File: config.mk
export PLATFORM = sky130hd
export DESIGN_NAME = alqb_ctrl
export DESIGN_NICKNAME = d
export VERILOG_FILES = /design/src/hw/rtl/alqb_pkg.sv /design/src/hw/rtl/alqb_ctrl.sv
export SDC_FILE = /design/constraint.sdc
export NUM_CORES = 1
export LEC_CHECK = 0
export BUFFER_PORTS_ARGS = -buffer_cell sky130_fd_sc_hd__buf_4
export CORE_MARGIN = 1
export CORE_UTILIZATION = 48
export CTS_BUF_LIST = sky130_fd_sc_hd__clkbuf_8
export DETAILED_ROUTE_END_ITERATION = 16
export PLACE_DENSITY = 0.86
export SETUP_SLACK_MARGIN = 0.02
export SYNTH_ARGS = -nofsm -noshare
export SYNTH_HDL_FRONTEND = slang
export SYNTH_SLANG_ARGS = --single-unit
File: constraint.sdc
create_clock -name clk -period 1.8 [get_ports clk]
set_input_delay 0.18 -clock clk [delete_from_list [all_inputs] [get_ports clk]]
set_output_delay 0.18 -clock clk [all_outputs]
set_load 0.05 [all_outputs]
File: src/hw/rtl/alqb_pkg.sv
`timescale 1ns / 1ps
// ----------------------------------------------------------------------------
// alqb_pkg
// shared types and constants of the adaptive queue load balancer
// ----------------------------------------------------------------------------
package alqb_pkg;

    localparam int QID_W       = 3;
    localparam int MAX_QUEUES  = 8;      // one counter set per queue_id code
    localparam int OBJ_W       = 8;
    localparam int MAX_OBJECTS = 256;    // one entry per object_id code
    localparam int COUNT_W     = 32;
    localparam int FUNC_W      = 2;
    localparam int FRAC_W      = 16;
    localparam int METRIC_W    = 21;     // signed q4.16 plus room for the start value
    localparam int SPREAD_W    = 20;
    localparam int STREAK_W    = 16;
    localparam int NQ_W        = 4;
    localparam int NOBJ_W      = 9;
    localparam int TIMER_W     = 32;
    localparam int MIN_START   = 1000000;
    localparam int NEG_LIMIT   = 524288;
    localparam int IN_W        = 16;
    localparam int OUT_W       = 56;
    localparam int CFG_IDX_W   = 3;
    localparam int CFG_W       = 32;

    localparam logic [FUNC_W-1:0] FUNC_TICK   = 2'd0;
    localparam logic [FUNC_W-1:0] FUNC_COMMIT = 2'd1;
    localparam logic [FUNC_W-1:0] FUNC_ROLL   = 2'd2;
    localparam logic [FUNC_W-1:0] FUNC_ASSIGN = 2'd3;

    localparam logic [CFG_IDX_W-1:0] REG_SPREAD_THR  = 3'd0;
    localparam logic [CFG_IDX_W-1:0] REG_NORM_INTV   = 3'd1;
    localparam logic [CFG_IDX_W-1:0] REG_NORM_LIMIT  = 3'd2;
    localparam logic [CFG_IDX_W-1:0] REG_RELAX_INTV  = 3'd3;
    localparam logic [CFG_IDX_W-1:0] REG_RELAX_LIMIT = 3'd4;
    localparam logic [CFG_IDX_W-1:0] REG_QUEUES      = 3'd5;
    localparam logic [CFG_IDX_W-1:0] REG_OBJECTS     = 3'd6;

    typedef struct packed {
        logic accept;
        logic clr_wr;
        logic ev_commit;
        logic chk_init;
        logic q_start;
        logic q_update;
        logic o_start;
        logic o_update;
        logic move_wr;
        logic base_q;
        logic base_wr;
        logic idx_clr;
        logic idx_inc;
        logic out_load;
    } alqb_cmd_t;

    typedef struct packed {
        logic in_event;
        logic chk_due;
        logic m_done;
        logic last_q;
        logic last_o;
        logic last_all;
        logic reb;
        logic eligible;
        logic own_match;
        logic out_busy;
    } alqb_status_t;

endpackage

File: src/hw/rtl/alqb_ctrl.sv
`timescale 1ns / 1ps
// ----------------------------------------------------------------------------
// alqb_ctrl
// sequencer for the clearing pass, counting, the queue and object sweeps, baselines and the result
// ----------------------------------------------------------------------------
module alqb_ctrl (
    input  logic                   clk,
    input  logic                   rst_n,
    input  logic                   s_tvalid,
    output logic                   s_tready,
    input  alqb_pkg::alqb_status_t status,
    output alqb_pkg::alqb_cmd_t    cmd
);
    import alqb_pkg::*;

    localparam logic [3:0] S_CLEAR  = 4'd0;
    localparam logic [3:0] S_IDLE   = 4'd1;
    localparam logic [3:0] S_EV     = 4'd2;
    localparam logic [3:0] S_QSTART = 4'd3;
    localparam logic [3:0] S_QWAIT  = 4'd4;
    localparam logic [3:0] S_DECIDE = 4'd5;
    localparam logic [3:0] S_ORD    = 4'd6;
    localparam logic [3:0] S_OCHK   = 4'd7;
    localparam logic [3:0] S_OWAIT  = 4'd8;
    localparam logic [3:0] S_MOVE   = 4'd9;
    localparam logic [3:0] S_BRD    = 4'd10;
    localparam logic [3:0] S_BWR    = 4'd11;
    localparam logic [3:0] S_OUT    = 4'd12;

    logic [3:0] state_reg, state_next;

    assign s_tready = state_reg == S_IDLE;

    always_comb
    begin
        state_next = state_reg;
        cmd        = '0;
        case (state_reg)
            S_CLEAR:
            begin
                cmd.clr_wr = 1'b1;
                cmd.idx_inc = 1'b1;
                if (status.last_all)
                    state_next = S_IDLE;
            end
            S_IDLE:
            begin
                if (s_tvalid)
                begin
                    cmd.accept = 1'b1;
                    if (status.in_event)
                        state_next = S_EV;
                    else if (status.chk_due)
                    begin
                        cmd.chk_init = 1'b1;
                        state_next   = S_QSTART;
                    end
                end
            end
            S_EV:
            begin
                cmd.ev_commit = 1'b1;
                state_next    = S_IDLE;
            end
            S_QSTART:
            begin
                cmd.q_start = 1'b1;
                state_next  = S_QWAIT;
            end
            S_QWAIT:
            begin
                if (status.m_done)
                begin
                    cmd.q_update = 1'b1;
                    if (status.last_q)
                        state_next = S_DECIDE;
                    else
                    begin
                        cmd.idx_inc = 1'b1;
                        state_next  = S_QSTART;
                    end
                end
            end
            S_DECIDE:
            begin
                cmd.idx_clr = 1'b1;
                if (status.reb && status.eligible)
                    state_next = S_ORD;
                else if (status.reb)
                    state_next = S_OUT;
                else
                begin
                    cmd.base_q = 1'b1;
                    state_next = S_BRD;
                end
            end
            S_ORD:
                state_next = S_OCHK;
            S_OCHK:
            begin
                if (status.own_match)
                begin
                    cmd.o_start = 1'b1;
                    state_next  = S_OWAIT;
                end
                else if (status.last_o)
                    state_next = S_MOVE;
                else
                begin
                    cmd.idx_inc = 1'b1;
                    state_next  = S_ORD;
                end
            end
            S_OWAIT:
            begin
                if (status.m_done)
                begin
                    cmd.o_update = 1'b1;
                    if (status.last_o)
                        state_next = S_MOVE;
                    else
                    begin
                        cmd.idx_inc = 1'b1;
                        state_next  = S_ORD;
                    end
                end
            end
            S_MOVE:
            begin
                cmd.move_wr = 1'b1;
                cmd.base_q  = 1'b1;
                cmd.idx_clr = 1'b1;
                state_next  = S_BRD;
            end
            S_BRD:
                state_next = S_BWR;
            S_BWR:
            begin
                cmd.base_wr = 1'b1;
                if (status.last_o)
                    state_next = S_OUT;
                else
                begin
                    cmd.idx_inc = 1'b1;
                    state_next  = S_BRD;
                end
            end
            S_OUT:
            begin
                if (!status.out_busy)
                begin
                    cmd.out_load = 1'b1;
                    state_next   = S_IDLE;
                end
            end
            default:
                state_next = S_IDLE;
        endcase
    end

    always_ff @(posedge clk or negedge rst_n)
    begin
        if (!rst_n)
            state_reg <= S_CLEAR;
        else
            state_reg <= state_next;
    end

endmodule

==> flow_metrics.py <==
metrics = {
    "clocking": {
        "clk_pin_slew_ns": 0.03,
        "cts_buffers": 3,
        "clock_latency_ns": 0.21,
        "tritoncts": "yes",
        "clkSinkCount": 4,
        "cts_max_level": 1,
        "clk_path_buf_depth": 2,
        "cts_root_buf": "clkbuf_8",
    },
    "pwr": {
        "p_sw_uw": 760,
        "p_leak_nw": 0.494,
        "sw_frac_of_total_pct": 52.5,
        "clockPowerShare_pct": 12.8,
        "ir_worst_vdd_mv": 1.25,
        "power_density_nw_per_um2": 1340,
        "pwr-share-comb_pct": 75.8,
        "power_mw": 1.45,
        "p_seq_share_pct": 11.4,
        "p_int_uw": 687,
    },
    "detailed_routing": {
        "drc": 0,
        "wire_per_inst_um": 21.6,
        "viasPerCell": 6.73,
        "antenna_left": 0,
        "dr_total_vias": 889,
        "wl_um": 2850,
        "dr.pass1.iters": 4,
        "drtIter0Drc": 46,
    },
    "synth": {
        "yosysTopAreaCell": "dfrtp_1",
        "avgSynthCellArea_um2": 7.74,
        "synth_warnings": 0,
        "syn_area_um2": 627,
        "ys_seq_elements": 4,
        "synth_cell_types": 36,
        "syn_nets": 98,
        "syn_inst": 81,
        "ys.flop_type": "dfrtp_1",
        "yosysSeqAreaShare_pct": 16.0,
        "synth-edff-count": 0,
        "synthTopCellsByArea": "dfrtp_1 16%, ha_1 8.0%, buf_6 5.4%",
        "synth_top_area_share_pct": 16.0,
        "async_flop_share_pct": 100,
    },
    "global_routing": {
        "grt_pass1_wl_um": 3220,
        "antenna_found_initial": 0,
        "grt_pass1_vias": 695,
        "grt.total_usage_pct": 33.6,
        "grt_max_degree": 11,
        "grt-ovfl-total": 0,
    },
    "sta": {
        "hold_viol_final": 0,
        "min_period_over_period_pct": 100,
        "slew_violations": 0,
        "setup_slack_ns": -0.00506,
        "final.setup_skew_ns": 0.00146,
        "rsz0062_at_grt": "yes",
        "slew_headroom_pct": 77.0,
        "worstMarginPinSlew_ns": 0.340,
        "fin_crit_ns": 1.81,
        "timing.fmax_ghz": 0.554,
        "setup_violations": 2,
    },
    "outcome": {
        "outcome": "finished with violations",
        "violations": "negative setup slack",
    },
    "floorplan": {
        "dieArea_um2": 1450,
        "die_h_um": 38.1,
        "io_pins": 28,
        "core_um2": 1160,
        "initial_core_util_pct": 54.2,
        "fp-row-count": 12,
        "die_w_um": 38.1,
    },
    "place": {
        "io_buffer_count": 27,
        "dp.cells": 121,
        "gp_congestion": 0.758,
        "dp_hpwl_um": 1230,
    },
    "hold_path": {
        "min_path_type": "in -> async",
    },
    "final_layout": {
        "drive_gt1_share_pct": 55.9,
        "diodes": 0,
        "stdcell_count": 132,
        "fin_nets": 137,
        "largest_register_ffs": 4,
        "utilization_pct": 93.3,
        "syn_to_final_growth_pct": 72.1,
        "fill_cells": 44,
    },
    "setup_path": {
        "crit_required_ns": 1.62,
        "startpoint_type": "flip-flop",
        "critPathMaxFanout": 9,
        "critPathLaunch": "state_reg[1]",
        "worstSetupPathType": "reg -> out",
        "critPathArrivalTime_ns": 1.63,
        "r2r_start": "state_reg[3]",
        "critPathCaptureType": "output port",
    },
    "run": {
        "cap_violations": 0,
    },
}
==> cell usage after synthesis, types with 2 or more instances <==
master,number
o2bb2ai_1,2
nand2b_1,3
nand2_1,7
and3_1,5
a21oi_1,6
a31oi_1,5
inv_1,6
nor3b_1,2
a21boi_0,2
ha_1,4
and2_1,2
buf_2,3
nand3_1,2
o21ai_0,2
nor2_1,4
buf_6,3
dfrtp_1,4
==> power by group through the flow <==
stage	sequential, mW	clock, mW	combinational (mW)
floorplan	0.144	0	0.707
global placement	0.156	0	0.885
detailed placement	0.157	0	0.892
CTS	0.158	0.190	0.945
global route	0.166	0.200	1.13
finish	0.165	0.185	1.10
==> per-layer routing <==
layer  wire length [um]  global-route usage (%)  up-vias
met3                248                    4.65       29
met1                996                    38.1      403
met4                187                    25.0        0
met2               1420                    56.4       88
met5                  0                       0        -
li1                   -                       -      369
==> area by class of cell <==
| cell class | count | area (um^2) | area share (%) |
|---|---|---|---|
| multi-input combinational | 65 | 568 | 52.7 |
| timing repair buffer | 40 | 325 | 30.2 |
| sequential | 4 | 101 | 9.40 |
| clock buffer | 3 | 41.3 | 3.83 |
| inverter | 6 | 25.0 | 2.32 |
| tap | 14 | 17.5 | 1.62 |
==> logic make-up after synthesis <==
| group | after synthesis | share of synthesized area, % |
|---|---|---|
| simple gates | 31 | 28.1 |
| flops | 4 | 16.0 |
| fa+ha+maj | 4 | 7.98 |
| compound gates | 28 | 33.1 |
| mux | 2 | 3.39 |
| buf+inv | 12 | 11.4 |
==> what timing repair did <==
| action | in CTS | in global routing |
|---|---|---|
| cloned | 0 | 0 |
| endpoints found under the hold margin | 4 | 0 |
| buffers inserted | 3 | 4 |
| setup endpoints to repair | 4 | 3 |
| hold buffers | 1 | 0 |
| resized for setup | 9 | 12 |
| pin swaps | 1 | 6 |
==> worst max-delay path: stages (launching register included) <==
cell	delay [ns]
dfrtp_1	0.48
buf_4	0.21
nor2_2	0.27
and3_1	0.23
buf_4	0.21
==> placed cells by master (no fill, tap or decap), drive strengths merged, types with 2 or more instances in the layout <==
cell type,netlist,routed
o21ai,3,3
o2bb2ai,3,3
and2,2,2
a21boi,3,3
a31oi,6,6
nand3,2,2
nor2,5,5
nand2,7,7
clkbuf,0,3
inv,6,6
nor3b,2,2
buf,6,39
dfrtp,4,4
and3,5,5
a21oi,7,7
nand2b,4,4
ha,4,4
==> through the flow <==
step,area (um^2),hold WS [ns],setup WS (ns),setup TNS [ns]
2_1_floorplan,674,-0.116,-0.204,-0.204
3_3_place_gp,883,-0.0244,0.172,0
3_5_place_dp,883,-0.0233,0.131,0
4_1_cts,988,0.291,0.0154,0
5_1_grt,1080,0.320,-0.0348,-0.0554
6_report,1080,0.323,-0.00506,-0.00919
==> worst paths after layout <==
path                                end  slack (ns)  cells after the start
hold reg to reg            state_reg[3]        0.69                      2
min in group clk           state_reg[1]        0.36                      4
max in group asynchronous  state_reg[2]        1.37                      2
setup reg to reg           state_reg[1]        0.11                      8
setup / recovery                 cmd[8]      -0.005                      4
hold / removal             state_reg[2]        0.32                      2
Note: power is estimated with default switching activity, not from simulation.
